--- src/sv/sprc_pkg.sv ---
// ----------------------------------------------------------------------------
// sprc_pkg: shared types and constants of the seat pressure relief controller
// Holds the mode codes, register indexes, the configuration and result
// bundles, and the fixed limits of the pressure and timer logic.
// ----------------------------------------------------------------------------
package sprc_pkg;

  // Sample widths
  localparam int unsigned ForceW        = 10;
  localparam int unsigned PressW        = 10;
  localparam int unsigned TicksCfgW     = 17;
  localparam int unsigned ForceInputs   = 6;
  localparam int unsigned ForceChannels = 6;

  // Pressure clamp window in raw ADC counts
  localparam logic [PressW-1:0] PressLo = 10'd102;
  localparam logic [PressW-1:0] PressHi = 10'd921;

  // Relief and blink timers
  localparam int unsigned RelTimerW        = 6;
  localparam logic [RelTimerW-1:0] TimerMax = 6'd63;
  localparam logic [RelTimerW-1:0] VentTimeoutTicks = 6'd50;
  localparam int unsigned BlinkW           = 3;
  localparam logic [BlinkW-1:0] BlinkTicks = 3'd5;

  // Defaults of the top level parameters
  localparam int unsigned DefSitCountBits   = 17;
  localparam int unsigned DefTicksPerMinute = 600;

  // Output field width of the minute count
  localparam int unsigned MinutesW = 8;

  // Register reset values
  localparam logic [ForceW-1:0]    RstIdleLimit    = 10'd100;
  localparam logic [ForceW-1:0]    RstSitLimit     = 10'd273;
  localparam logic [TicksCfgW-1:0] RstWarnTicks    = 17'd72000;
  localparam logic [TicksCfgW-1:0] RstDangerTicks  = 17'd90000;
  localparam logic [PressW-1:0]    RstPumpOnBelow  = 10'd266;
  localparam logic [PressW-1:0]    RstPumpOffAt    = 10'd332;
  localparam logic [PressW-1:0]    RstVentDoneAt   = 10'd183;
  localparam logic [PressW-1:0]    RstRefillDoneAt = 10'd315;

  typedef enum logic [1:0] {
    ModeIdle    = 2'd0,
    ModeNormal  = 2'd1,
    ModeWarning = 2'd2,
    ModeDanger  = 2'd3
  } mode_e;

  typedef enum logic [2:0] {
    RegIdleLimit    = 3'd0,
    RegSitLimit     = 3'd1,
    RegWarnTicks    = 3'd2,
    RegDangerTicks  = 3'd3,
    RegPumpOnBelow  = 3'd4,
    RegPumpOffAt    = 3'd5,
    RegVentDoneAt   = 3'd6,
    RegRefillDoneAt = 3'd7
  } reg_idx_e;

  typedef struct packed {
    logic [ForceW-1:0]    idle_limit;
    logic [ForceW-1:0]    sit_limit;
    logic [TicksCfgW-1:0] warn_ticks;
    logic [TicksCfgW-1:0] danger_ticks;
    logic [PressW-1:0]    pump_on_below;
    logic [PressW-1:0]    pump_off_at;
    logic [PressW-1:0]    vent_done_at;
    logic [PressW-1:0]    refill_done_at;
  } cfg_t;

  typedef struct packed {
    mode_e               mode;
    logic                pump_on;
    logic                valve_open;
    logic                buzzer_on;
    logic [ForceW-1:0]   peak_force;
    logic [MinutesW-1:0] sit_minutes;
    logic                relief_phase;
  } res_t;

endpackage

--- src/sv/sprc_sample.sv ---
// ----------------------------------------------------------------------------
// sprc_sample: force peak and pressure clamp
// Takes the largest of the active force channels and clamps the cushion
// pressure sample into its valid ADC window.
// ----------------------------------------------------------------------------
module sprc_sample (
  input  logic [sprc_pkg::ForceInputs-1:0][sprc_pkg::ForceW-1:0] force_i,
  input  logic [sprc_pkg::PressW-1:0]                            press_i,
  output logic [sprc_pkg::ForceW-1:0]                            peak_o,
  output logic [sprc_pkg::PressW-1:0]                            press_o
);
  import sprc_pkg::*;

  // Scan the active channels for the largest sample
  always_comb begin
    peak_o = '0;
    for (int i = 0; i < ForceInputs; i++) begin
      if (i < ForceChannels && force_i[i] > peak_o) begin
        peak_o = force_i[i];
      end
    end
  end

  // Clamp the pressure into the sensor window
  always_comb begin
    if (press_i < PressLo) begin
      press_o = PressLo;
    end else if (press_i > PressHi) begin
      press_o = PressHi;
    end else begin
      press_o = press_i;
    end
  end

endmodule

--- src/sv/sprc_ctrl.sv ---
// ----------------------------------------------------------------------------
// sprc_ctrl: sitting counter, mode choice and actuator control
// Holds the per-tick state and computes one result from a peak force and a
// clamped pressure. State advances only on a tick enable.
// ----------------------------------------------------------------------------
module sprc_ctrl #(
  parameter int unsigned SitCountBits  = sprc_pkg::DefSitCountBits,
  parameter int unsigned TicksPerMinute = sprc_pkg::DefTicksPerMinute
) (
  input  logic                        clk_i,
  input  logic                        rst_ni,
  input  logic                        tick_i,
  input  sprc_pkg::cfg_t              cfg_i,
  input  logic [sprc_pkg::ForceW-1:0] peak_i,
  input  logic [sprc_pkg::PressW-1:0] press_i,
  output sprc_pkg::res_t              res_o
);
  import sprc_pkg::*;

  localparam int unsigned RemW = (TicksPerMinute > 1) ? $clog2(TicksPerMinute) : 1;
  localparam int unsigned CmpW = (SitCountBits > TicksCfgW) ? SitCountBits : TicksCfgW;
  localparam logic [SitCountBits-1:0] CountMax = {SitCountBits{1'b1}};
  localparam logic [RemW-1:0] RemLast = RemW'(TicksPerMinute - 1);

  mode_e                   mode_q, mode_d;
  logic                    seated_q, seated_d;
  logic [SitCountBits-1:0] count_q, count_d;
  logic [RemW-1:0]         rem_q, rem_d;
  logic [SitCountBits-1:0] minutes_q, minutes_d;
  logic                    step_q, step_d;
  logic [RelTimerW-1:0]    rtimer_q, rtimer_d;
  logic [BlinkW-1:0]       btimer_q, btimer_d;
  logic                    bphase_q, bphase_d;
  logic                    pump_q, pump_d;
  logic                    sitting;
  logic                    valve;
  logic                    buzz;
  logic                    phase;

  // Sitting count with a running minute count beside it
  always_comb begin
    sitting   = (peak_i >= cfg_i.sit_limit);
    seated_d  = seated_q;
    count_d   = count_q;
    rem_d     = rem_q;
    minutes_d = minutes_q;
    if (!sitting) begin
      seated_d  = 1'b0;
      count_d   = '0;
      rem_d     = '0;
      minutes_d = '0;
    end else if (!seated_q) begin
      seated_d  = 1'b1;
      count_d   = '0;
      rem_d     = '0;
      minutes_d = '0;
    end else if (count_q != CountMax) begin
      count_d = count_q + 1'b1;
      if (rem_q == RemLast) begin
        rem_d     = '0;
        minutes_d = minutes_q + 1'b1;
      end else begin
        rem_d = rem_q + 1'b1;
      end
    end
  end

  // Pick the mode from the peak and the updated count
  always_comb begin
    if (peak_i < cfg_i.idle_limit) begin
      mode_d = ModeIdle;
    end else if (sitting && CmpW'(count_d) >= CmpW'(cfg_i.danger_ticks)) begin
      mode_d = ModeDanger;
    end else if (sitting && CmpW'(count_d) >= CmpW'(cfg_i.warn_ticks)) begin
      mode_d = ModeWarning;
    end else begin
      mode_d = ModeNormal;
    end
  end

  // Blink, pump hysteresis and the vent and refill cycle
  always_comb begin
    logic [RelTimerW-1:0] rt;
    logic                 st;
    rt       = rtimer_q;
    st       = step_q;
    btimer_d = (btimer_q >= BlinkTicks) ? BlinkTicks : btimer_q + 1'b1;
    bphase_d = bphase_q;
    pump_d   = pump_q;
    valve    = 1'b0;
    buzz     = 1'b0;
    phase    = 1'b0;

    // Restart the relief cycle on entry to danger
    if (mode_d == ModeDanger) begin
      if (mode_q != ModeDanger) begin
        st = 1'b0;
        rt = '0;
      end else begin
        rt = (rt >= TimerMax) ? TimerMax : rt + 1'b1;
      end
    end

    if (mode_d == ModeWarning && btimer_d >= BlinkTicks) begin
      bphase_d = ~bphase_q;
      btimer_d = '0;
    end

    step_d   = st;
    rtimer_d = rt;
    case (mode_d)
      ModeWarning: begin
        if (press_i < cfg_i.pump_on_below) begin
          pump_d = 1'b1;
        end else if (press_i >= cfg_i.pump_off_at) begin
          pump_d = 1'b0;
        end
        buzz = bphase_d;
      end
      ModeDanger: begin
        buzz  = 1'b1;
        phase = st;
        if (!st) begin
          valve  = 1'b1;
          pump_d = 1'b0;
          if (rt >= VentTimeoutTicks || press_i <= cfg_i.vent_done_at) begin
            step_d   = 1'b1;
            rtimer_d = '0;
          end
        end else begin
          pump_d = 1'b1;
          if (press_i >= cfg_i.refill_done_at) begin
            step_d   = 1'b0;
            rtimer_d = '0;
          end
        end
      end
      default: begin
        pump_d = 1'b0;
      end
    endcase
  end

  // Assemble the result of this tick
  always_comb begin
    res_o.mode         = mode_d;
    res_o.pump_on      = pump_d;
    res_o.valve_open   = valve;
    res_o.buzzer_on    = buzz;
    res_o.peak_force   = peak_i;
    res_o.sit_minutes  = minutes_d[MinutesW-1:0];
    res_o.relief_phase = phase;
  end

  // Hold state between ticks
  always_ff @(posedge clk_i or negedge rst_ni) begin
    if (!rst_ni) begin
      mode_q    <= ModeIdle;
      seated_q  <= 1'b0;
      count_q   <= '0;
      rem_q     <= '0;
      minutes_q <= '0;
      step_q    <= 1'b0;
      rtimer_q  <= '0;
      btimer_q  <= BlinkTicks;
      bphase_q  <= 1'b0;
      pump_q    <= 1'b0;
    end else if (tick_i) begin
      mode_q    <= mode_d;
      seated_q  <= seated_d;
      count_q   <= count_d;
      rem_q     <= rem_d;
      minutes_q <= minutes_d;
      step_q    <= step_d;
      rtimer_q  <= rtimer_d;
      btimer_q  <= btimer_d;
      bphase_q  <= bphase_d;
      pump_q    <= pump_d;
    end
  end

endmodule

--- src/sv/seat_pressure_relief_controller.sv ---
// ----------------------------------------------------------------------------
// seat_pressure_relief_controller: cushion pressure relief top level
// Input register, per-tick control logic and result register, plus the
// configuration registers.
// ----------------------------------------------------------------------------
// Usage:
//   Each input transaction is one sensor tick: six force samples and one air
//   pressure sample. Each tick gives exactly one result transaction with the
//   mode, pump, valve and buzzer drives, the peak force, the sitting minutes
//   and the relief phase.
//   A tick is registered in the input register, passes once through the
//   control logic and lands in the result register; one tick can be taken
//   every cycle while out_stall_i does not hold the result register.
//   When the receiver asserts out_stall_i the result register holds; the
//   input register still takes one more transaction if it is empty, after
//   which in_stall_o rises until the result moves on.
//   Configuration writes are taken every cycle (cfg_ready_o stays high) and
//   should only be issued while no tick is in flight.
//   Reset clears the pipeline, loads the register defaults and returns the
//   controller to idle with the pump off and the blink timer saturated.
// ----------------------------------------------------------------------------
module seat_pressure_relief_controller #(
  parameter int unsigned SitCountBits   = sprc_pkg::DefSitCountBits,
  parameter int unsigned TicksPerMinute = sprc_pkg::DefTicksPerMinute
) (
  input  logic                           clk_i,
  input  logic                           rst_ni,
  // Tick input
  input  logic                           in_valid_i,
  output logic                           in_stall_o,
  input  logic [sprc_pkg::ForceW-1:0]    force_a_i,
  input  logic [sprc_pkg::ForceW-1:0]    force_b_i,
  input  logic [sprc_pkg::ForceW-1:0]    force_c_i,
  input  logic [sprc_pkg::ForceW-1:0]    force_d_i,
  input  logic [sprc_pkg::ForceW-1:0]    force_e_i,
  input  logic [sprc_pkg::ForceW-1:0]    force_f_i,
  input  logic [sprc_pkg::PressW-1:0]    air_pressure_i,
  // Result output
  output logic                           out_valid_o,
  input  logic                           out_stall_i,
  output logic [1:0]                     mode_o,
  output logic                           pump_on_o,
  output logic                           valve_open_o,
  output logic                           buzzer_on_o,
  output logic [sprc_pkg::ForceW-1:0]    peak_force_o,
  output logic [sprc_pkg::MinutesW-1:0]  sit_minutes_o,
  output logic                           relief_phase_o,
  // Configuration writes
  input  logic                           cfg_valid_i,
  output logic                           cfg_ready_o,
  input  logic [2:0]                     cfg_index_i,
  input  logic [sprc_pkg::TicksCfgW-1:0] cfg_data_i
);
  import sprc_pkg::*;

  logic                                in_valid_q;
  logic [ForceInputs-1:0][ForceW-1:0]  force_q;
  logic [PressW-1:0]                   press_q;
  logic                                out_valid_q;
  res_t                                res_q;
  res_t                                res;
  cfg_t                                cfg_q;
  logic [ForceW-1:0]                   peak;
  logic [PressW-1:0]                   press_clamped;
  logic                                advance;
  logic                                in_accept;
  logic                                tick;

  // Pipeline handshake
  assign advance    = !out_valid_q || !out_stall_i;
  assign in_stall_o = in_valid_q && !advance;
  assign in_accept  = in_valid_i && !in_stall_o;
  assign tick       = advance && in_valid_q;

  // Capture the input transaction
  always_ff @(posedge clk_i or negedge rst_ni) begin
    if (!rst_ni) begin
      in_valid_q <= 1'b0;
    end else if (advance || !in_valid_q) begin
      in_valid_q <= in_valid_i;
    end
  end

  always_ff @(posedge clk_i) begin
    if (in_accept) begin
      force_q <= {force_f_i, force_e_i, force_d_i, force_c_i, force_b_i, force_a_i};
      press_q <= air_pressure_i;
    end
  end

  // Configuration registers
  assign cfg_ready_o = 1'b1;

  always_ff @(posedge clk_i or negedge rst_ni) begin
    if (!rst_ni) begin
      cfg_q.idle_limit     <= RstIdleLimit;
      cfg_q.sit_limit      <= RstSitLimit;
      cfg_q.warn_ticks     <= RstWarnTicks;
      cfg_q.danger_ticks   <= RstDangerTicks;
      cfg_q.pump_on_below  <= RstPumpOnBelow;
      cfg_q.pump_off_at    <= RstPumpOffAt;
      cfg_q.vent_done_at   <= RstVentDoneAt;
      cfg_q.refill_done_at <= RstRefillDoneAt;
    end else if (cfg_valid_i && cfg_ready_o) begin
      case (reg_idx_e'(cfg_index_i))
        RegIdleLimit:    cfg_q.idle_limit     <= cfg_data_i[ForceW-1:0];
        RegSitLimit:     cfg_q.sit_limit      <= cfg_data_i[ForceW-1:0];
        RegWarnTicks:    cfg_q.warn_ticks     <= cfg_data_i;
        RegDangerTicks:  cfg_q.danger_ticks   <= cfg_data_i;
        RegPumpOnBelow:  cfg_q.pump_on_below  <= cfg_data_i[PressW-1:0];
        RegPumpOffAt:    cfg_q.pump_off_at    <= cfg_data_i[PressW-1:0];
        RegVentDoneAt:   cfg_q.vent_done_at   <= cfg_data_i[PressW-1:0];
        RegRefillDoneAt: cfg_q.refill_done_at <= cfg_data_i[PressW-1:0];
        default: begin
        end
      endcase
    end
  end

  sprc_sample u_sample (
    .force_i (force_q),
    .press_i (press_q),
    .peak_o  (peak),
    .press_o (press_clamped)
  );

  sprc_ctrl #(
    .SitCountBits   (SitCountBits),
    .TicksPerMinute (TicksPerMinute)
  ) u_ctrl (
    .clk_i   (clk_i),
    .rst_ni  (rst_ni),
    .tick_i  (tick),
    .cfg_i   (cfg_q),
    .peak_i  (peak),
    .press_i (press_clamped),
    .res_o   (res)
  );

  // Result register
  always_ff @(posedge clk_i or negedge rst_ni) begin
    if (!rst_ni) begin
      out_valid_q <= 1'b0;
    end else if (advance) begin
      out_valid_q <= in_valid_q;
    end
  end

  always_ff @(posedge clk_i) begin
    if (tick) begin
      res_q <= res;
    end
  end

  assign out_valid_o    = out_valid_q;
  assign mode_o         = res_q.mode;
  assign pump_on_o      = res_q.pump_on;
  assign valve_open_o   = res_q.valve_open;
  assign buzzer_on_o    = res_q.buzzer_on;
  assign peak_force_o   = res_q.peak_force;
  assign sit_minutes_o  = res_q.sit_minutes;
  assign relief_phase_o = res_q.relief_phase;

endmodule
--- config.mk ---
export PLATFORM = sky130hd
export DESIGN_NAME = seat_pressure_relief_controller
export DESIGN_NICKNAME = d
export VERILOG_FILES = /design/src/sv/sprc_pkg.sv /design/src/sv/sprc_sample.sv /design/src/sv/sprc_ctrl.sv /design/src/sv/seat_pressure_relief_controller.sv
export SDC_FILE = /design/constraint.sdc
export NUM_CORES = 1
export LEC_CHECK = 0
export ABC_AREA = 1
export BUFFER_PORTS_ARGS = -buffer_cell sky130_fd_sc_hd__buf_2
export CAP_MARGIN = 25
export CORE_ASPECT_RATIO = 0.7
export CORE_MARGIN = 3
export CORE_UTILIZATION = 50
export DETAILED_ROUTE_END_ITERATION = 8
export PLACE_DENSITY = 0.69
export SLEW_MARGIN = 30
export SYNTH_ARGS = -nofsm -noshare
export SYNTH_HDL_FRONTEND = slang
export SYNTH_SLANG_ARGS = --single-unit
export TNS_END_PERCENT = 5
--- constraint.sdc ---
create_clock -name clk_i -period 17.5 [get_ports clk_i]
set_clock_uncertainty 0.05 [all_clocks]
set_input_delay 4.375 -clock clk_i [delete_from_list [all_inputs] [get_ports clk_i]]
set_output_delay 4.375 -clock clk_i [all_outputs]
set_load 0.03 [all_outputs]
==> impl_results.md, run 1 <==
- Status: finished clean
- Synthesized area per cell: 8.796 µm²
- CP startpoint kind: flop
- Min cycle time layout: 13.64 ns
- Post-synth EDFFs: 94
- Leakage power: 7.440 nW
- CTS Hold Bufs: 0
- Slowest cell on crit path: o21ai_0
- Setup bufs post-CTS: 0
- Worst endpoint required time: 17.72 ns
- Vias in the first global route: 10,190
- Area of the multi-input gates: 0.006160 mm²
- Power density over cell area: 129.1 mW/mm²
- Worst setup EP type: flop
- Synth area leaders: edfxtp_1 (20%), dfrtp_1 (19%), ha_1 (13%)
- Most common cell on crit path: nand2_1
- Total core area: 0.02696 mm²
- Synth Net Count: 1,808
- Switching Share: 37.52%
- Hold WC Path Type: flop to flop
- Final #Nets: 1,921
- Rows: 50
- Worst slew pin tran: 0.9764 ns
- Pint: 1.253 mW
- Seq pwr share: 37.3%
- Crit share post-route: 77.97%
- Max cap viols: 0
- CTS tree: built
- Global-route wire length before repair: 50.95 mm
- Clk_lat worst skew: 0.54 ns
- CP Max Fanout: 20
- Clock Power Share: 25.2%
- WHS: 0.4241 ns
- Fmax: 0.07329 GHz
- Flip-flop and latch area: 0.006528 mm²
- Synth top area share: 20.44%
- Largest net degree at the start of global routing: 82
- Kind of critical path: flop to flop
- DRT Pass-1 Iters: 5
- Drt drc: 0
- Tot GR Track Use: 20.94%
- Area of the die: 0.02968 mm²
- Tot Pwr: 2.006 mW
- Unrepaired setup endpoints after global routing: no
- Total CTS buffers: 24
- TNS Setup: 0 ns
- Initial Util: 51.22%
- Max rail drop VDD: 0.1010 mV
- # clock sinks: 240
- # IOs: 122
- Post_cts resized: 0
- Detailed Route WL: 30.53 mm
- Comb pwr share: 37.5%
- Routed length per instance: 14.78 µm
- Die width: 204.6 µm
- Hold Fails Final Rpt: 0
- Synth warn: 0
- Buf+Inv Stages, Crit Path: 7
- Synth Cell Area: 0.01381 mm²
- GR Overflow Total: 0
- # diodes: 0
- Antenna Nets Post-Route: 0
- Die height: 145.0 µm
- Area growth from synthesis to layout: 12.50%
- Clk pin slew, worst setup/hold paths: 0.06 ns
- Vias per cell: 5.177
- Root Driver: clkbuf_16
- Final Max Tran Viols: 0
- DR iter-0 viols: 730
- Async S/R FF share, synth: 60.83%
- NetSw: 0.7527 mW
- # fillers: 2,381
- Top_reg_cell synth: dfrtp_1
- DR vias: 10,690
- Top delay family on crit path: compound AO/OA/AOI/OAI gates
- Longest Clk Path Bufs: 3
- Global placement routability congestion: 0.9240
- Library cells used by synthesis: 53
- Seq/Total Area, Yosys: 47.27%
- H-tree level count: 1
- CP arrival: 13.86 ns
- Initial antenna violation count: 0
- Final setup vio count: 0
- Synthesized instance count: 1,570
- Detail Placement HPWL: 22.75 mm
- Yosys reg bits: 240
- Layout cells sized above 1: 14.87%
- Count of input and output buffers: 120
- Relative slew slack: 34.22%
- Cell taking the most area after synthesis: edfxtp_1
- Crit path largest cell delay: 0.59 ns
[final timing paths]
| kind | start | end | slack [ns] | cells after the start |
|---|---|---|---|---|
| max | force_q[17] | buzzer_on_o | 3.86 | 80 |
| min | in_valid_q | out_valid_o | 0.42 | 2 |
| max reg2reg | force_q[17] | buzzer_on_o | 3.86 | 80 |
| min reg2reg | in_valid_q | out_valid_o | 0.42 | 2 |
| max in group asynchronous | rst_ni | cfg_q[35] | 12.24 | 2 |
| min in group asynchronous | rst_ni | cfg_q[2] | 3.83 | 1 |
[cell usage in the layout (no fill, tap or decap), types with 12 or more instances in the layout]
cell type | netlist | routed
nand2_1 | 345 | 344
inv_1 | 249 | 247
o21ai_0 | 194 | 194
ha_1 | 143 | 143
buf_2 | 3 | 119
dfrtp_1 | 105 | 105
edfxtp_1 | 94 | 94
nor2_1 | 80 | 80
a21oi_1 | 53 | 53
nand3_1 | 46 | 45
dfstp_2 | 41 | 41
clkbuf_16 | 0 | 25
nor3_1 | 23 | 23
xor2_1 | 21 | 21
nand4_1 | 18 | 18
nand2_2 | 15 | 16
o21a_1 | 12 | 12
[registers in the layout, indices dropped and copies added (netlist names)]
signal	flops
valve_open_o	1
u_ctrl.rtimer_q	6
u_ctrl.btimer_q	3
press_q	10
u_ctrl.step_q	1
u_ctrl.bphase_q	1
u_ctrl.pump_q	1
u_ctrl.rem_q	10
cfg_q	94
pump_on_o	1
u_ctrl.mode_q	2
buzzer_on_o	1
in_valid_q	1
mode_o	2
relief_phase_o	1
u_ctrl.minutes_q	8
out_valid_o	1
u_ctrl.seated_q	1
sit_minutes_o	8
u_ctrl.count_q	17
force_q	60
peak_force_o	10
[synth_stat cells (15+ instances only)]
library cell	n
clkbuf_1	33
inv_1	249
nand3_1	46
dfrtp_1	105
edfxtp_1	94
xor2_1	21
nand4_1	18
dfstp_2	41
ha_1	143
nor3_1	23
nor2_1	80
nand2_2	15
o21ai_0	194
nand2_1	345
a21oi_1	53
[metrics by stage]
step / cells / area, µm² / setup slack [ns] / util (%)
6_report: 2065 / 15540 / 3.855 / 57.62
4_1_cts: 2065 / 15530 / 3.922 / 57.61
3_3_place_gp: 2021 / 14750 / 4.657 / 54.71
2_1_floorplan: 1570 / 13810 / 5.869 / -
3_5_place_dp: 2021 / 14760 / 4.033 / 54.73
5_1_grt: 2065 / 15540 / 1.999 / 57.62
[final cells by class]
cell class	count	area share, %
Clock inverter	11	0.5879
Inverter	255	6.161
Clock buffer	33	4.413
Timing Repair Buffer	127	4.244
Tap cell	364	2.931
Sequential cell	240	42.01
Multi-Input combinational cell	1035	39.65
[power by group through the flow]
stage | logic, mW | clock network [mW] | registers [mW]
after floorplan | 0.514 | 0 | 0.775
after detailed placement | 0.745 | 0 | 0.756
after global routing | 0.869 | 0.545 | 0.758
after CTS | 0.751 | 0.520 | 0.747
after global placement | 0.715 | 0 | 0.756
final | 0.753 | 0.506 | 0.748
[cell families after synthesis]
logic type | count (synthesis) | synth area share [%]
buf+inv | 295 | 8.182
simple gates | 561 | 17.82
xor+xnor | 23 | 1.459
compound gates | 307 | 12.29
other cells | 1 | 0.02716
fa+ha+maj | 143 | 12.96
flops | 240 | 47.27
[per-layer routing]
metal | track usage (%) | wire (µm)
met5 | 0 | 0
met1 | 32.20 | 15270
met4 | 4.056 | 510
met3 | 3.678 | 1914
met2 | 31.21 | 12840
[worst register-to-register path: cells and delay by family (launching register included)]
family                   cells  cell delay (ns)
adder cells (fa/ha/maj)      7             2.24
AO/OA/AOI/OAI               26             4.72
AND/OR/NAND/NOR             39             4.64
XOR/XNOR                     1             0.16
flip-flops                   1             0.42
buffers and inverters        7             1.13
Power figures use the tool's default switching activity.
==> run 2, diff against run 1 <==
clock period = 13.6 ns   (was 17.5 ns; I/O delays follow)
==> run 2 against run 1 <==
  * Hold slack better by 0.0014 ns
  * Count of clock-buffer cells in the layout is 4 higher
  * Sequential share of layout area is 0.29 points lower
  * Non-clock buffer count is 5 higher
  * Power is 32% higher
  * Final area is 0.70% higher
  * Clock power is 32% higher
  * Critical path depth stayed put
  * Die area stayed put
  * First-iteration DRC count is 16% higher
  * Largest power group unchanged
==> impl_results.md, run 2 (synthesis gave the netlist of run 1 again) <==
- Buf+Inv Stages, Crit Path: 9
- Final worst slack: 1.277 ns
- NetSw: 0.9926 mW
- Vias per cell: 5.178
- # fillers: 2,294
- Total CTS buffers: 24
- Min cycle time layout: 12.32 ns
- Worst setup EP type: flop
- Hold Fails Final Rpt: 0
- Total core area: 0.02696 mm²
- Comb pwr share: 38.4%
- CP Max Fanout: 20
- CTS tree: built
- Antenna Nets Post-Route: 0
- Switching Share: 37.52%
- Max cap viols: 0
- Initial antenna violation count: 0
- Final #Nets: 1,927
- # diodes: 0
- CP startpoint kind: flop
- Crit share post-route: 90.61%
- Worst endpoint required time: 13.83 ns
- Placement Cell Area: 0.01476 mm²
- Tot GR Track Use: 21.32%
- # clock sinks: 240
- Power density over cell area: 169.1 mW/mm²
- Leakage power: 7.484 nW
- Setup WS pre-CTS: 0.3815 ns
- Detailed Route WL: 31.24 mm
- Fmax: 0.08115 GHz
- Max rail drop VDD: 0.1015 mV
- Commonest non-fill, non-tap cell in the layout: nand2_1
- DR vias: 10,720
- TNS Setup: 0 ns
- DR iter-0 viols: 849
- Rows: 50
- Global placement routability congestion: 0.9098
- Seq pwr share: 36.4%
- Crit path largest cell delay: 0.54 ns
- Clock Power Share: 25.2%
- Kind of critical path: flop to flop
- CP arrival: 12.55 ns
- Slowest cell on crit path: o21ai_0
- Die width: 204.6 µm
- Root Driver: clkbuf_16
- Area growth from synthesis to layout: 13.29%
- Hold WC Path Type: flop to flop
- Global-route wire length before repair: 51.96 mm
- Core Util, Final: 58.02%
- GR Overflow Total: 0
- Final Max Tran Viols: 0
- Layout cells sized above 1: 15.76%
- Largest net degree at the start of global routing: 83
- Largest regs: cfg_q (94), force_q (60), u_ctrl.count_q (17)
- Finished layout cell area: 0.01565 mm²
- Tot Pwr: 2.646 mW
- Relative slew slack: 36.70%
- Longest Clk Path Bufs: 3
- Clk pin slew, worst setup/hold paths: 0.07 ns
- # IOs: 122
- H-tree level count: 1
- Die height: 145.0 µm
- Routed length per instance: 15.08 µm
- Biggest register: cfg_q
- Final Non-Filler Cells: 2,071
- Most common cell on crit path: nand2_1
- Drt drc: 0
- Worst slew pin tran: 0.9395 ns
- Number of flip-flops in the largest register: 94
- Final setup vio count: 0
- Most frequent cells in the layout: nand2_1 (343), inv_1 (247), o21ai_0 (191)
- Area of the die: 0.02968 mm²
- Count of input and output buffers: 120
- Initial Util: 51.22%
- Top delay family on crit path: simple AND/OR/NAND/NOR gates
- Vias in the first global route: 10,370
- Placed insts: 2,022
- Status: finished clean
- WHS: 0.4254 ns
- DRT Pass-1 Iters: 5
- Detail Placement HPWL: 23.03 mm
- Pint: 1.653 mW
- Clk_lat worst skew: 0.54 ns
run 2: metal layers:
metal,track usage (%),part of all wire [%]
met5,0,0
met4,5.156,2.2
met3,4.754,6.1
met2,31.20,43
met1,32.20,49
run 2: worst reg2reg max path, delay by kind of cell (launching register included):
kind                     cells  cell delay, ns
adder cells (fa/ha/maj)      7            2.27
AND/OR/NAND/NOR             43            4.38
AO/OA/AOI/OAI               20            3.68
XOR/XNOR                     1            0.18
flip-flops                   1            0.40
buffers and inverters        9            1.08
run 2: layout make-up:
type	count	area [µm²]	area share, %
multi-input cells	1035	6205	39.66
repair inverters	1	5.005	0.03199
clock buffers	37	730.7	4.671
inverters	255	964.7	6.166
well taps	364	455.4	2.911
repair buffers	132	700.7	4.479
clock inverters	7	56.30	0.3599
flip-flops and latches	240	6528	41.72
run 2: path summary, 6_finish.rpt:
check                       startpoint           to  slack [ns]  cells after the start
max                        force_q[15]  buzzer_on_o        1.28                     80
min                         in_valid_q  out_valid_o        0.43                      2
max reg2reg                force_q[15]  buzzer_on_o        1.28                     80
min reg2reg                 in_valid_q  out_valid_o        0.43                      2
max in group asynchronous       rst_ni    cfg_q[18]        9.32                      2
min in group asynchronous       rst_ni    cfg_q[67]        2.87                      1
run 2: timing repair:
item,4_1_cts,5_1_grt
endpoints found under the setup margin,0,20
hold buffers,0,0
gates resized for setup,0,17
buffers inserted,0,4
run 2: power by group through the flow:
| stage | clock [mW] | combinational [mW] | sequential [mW] |
|---|---|---|---|
| after floorplan | 0 | 0.662 | 0.997 |
| after global placement | 0 | 0.928 | 0.972 |
| after detailed placement | 0 | 0.964 | 0.972 |
| after CTS | 0.682 | 0.974 | 0.962 |
| after global routing | 0.715 | 1.17 | 0.974 |
| final | 0.667 | 1.02 | 0.962 |
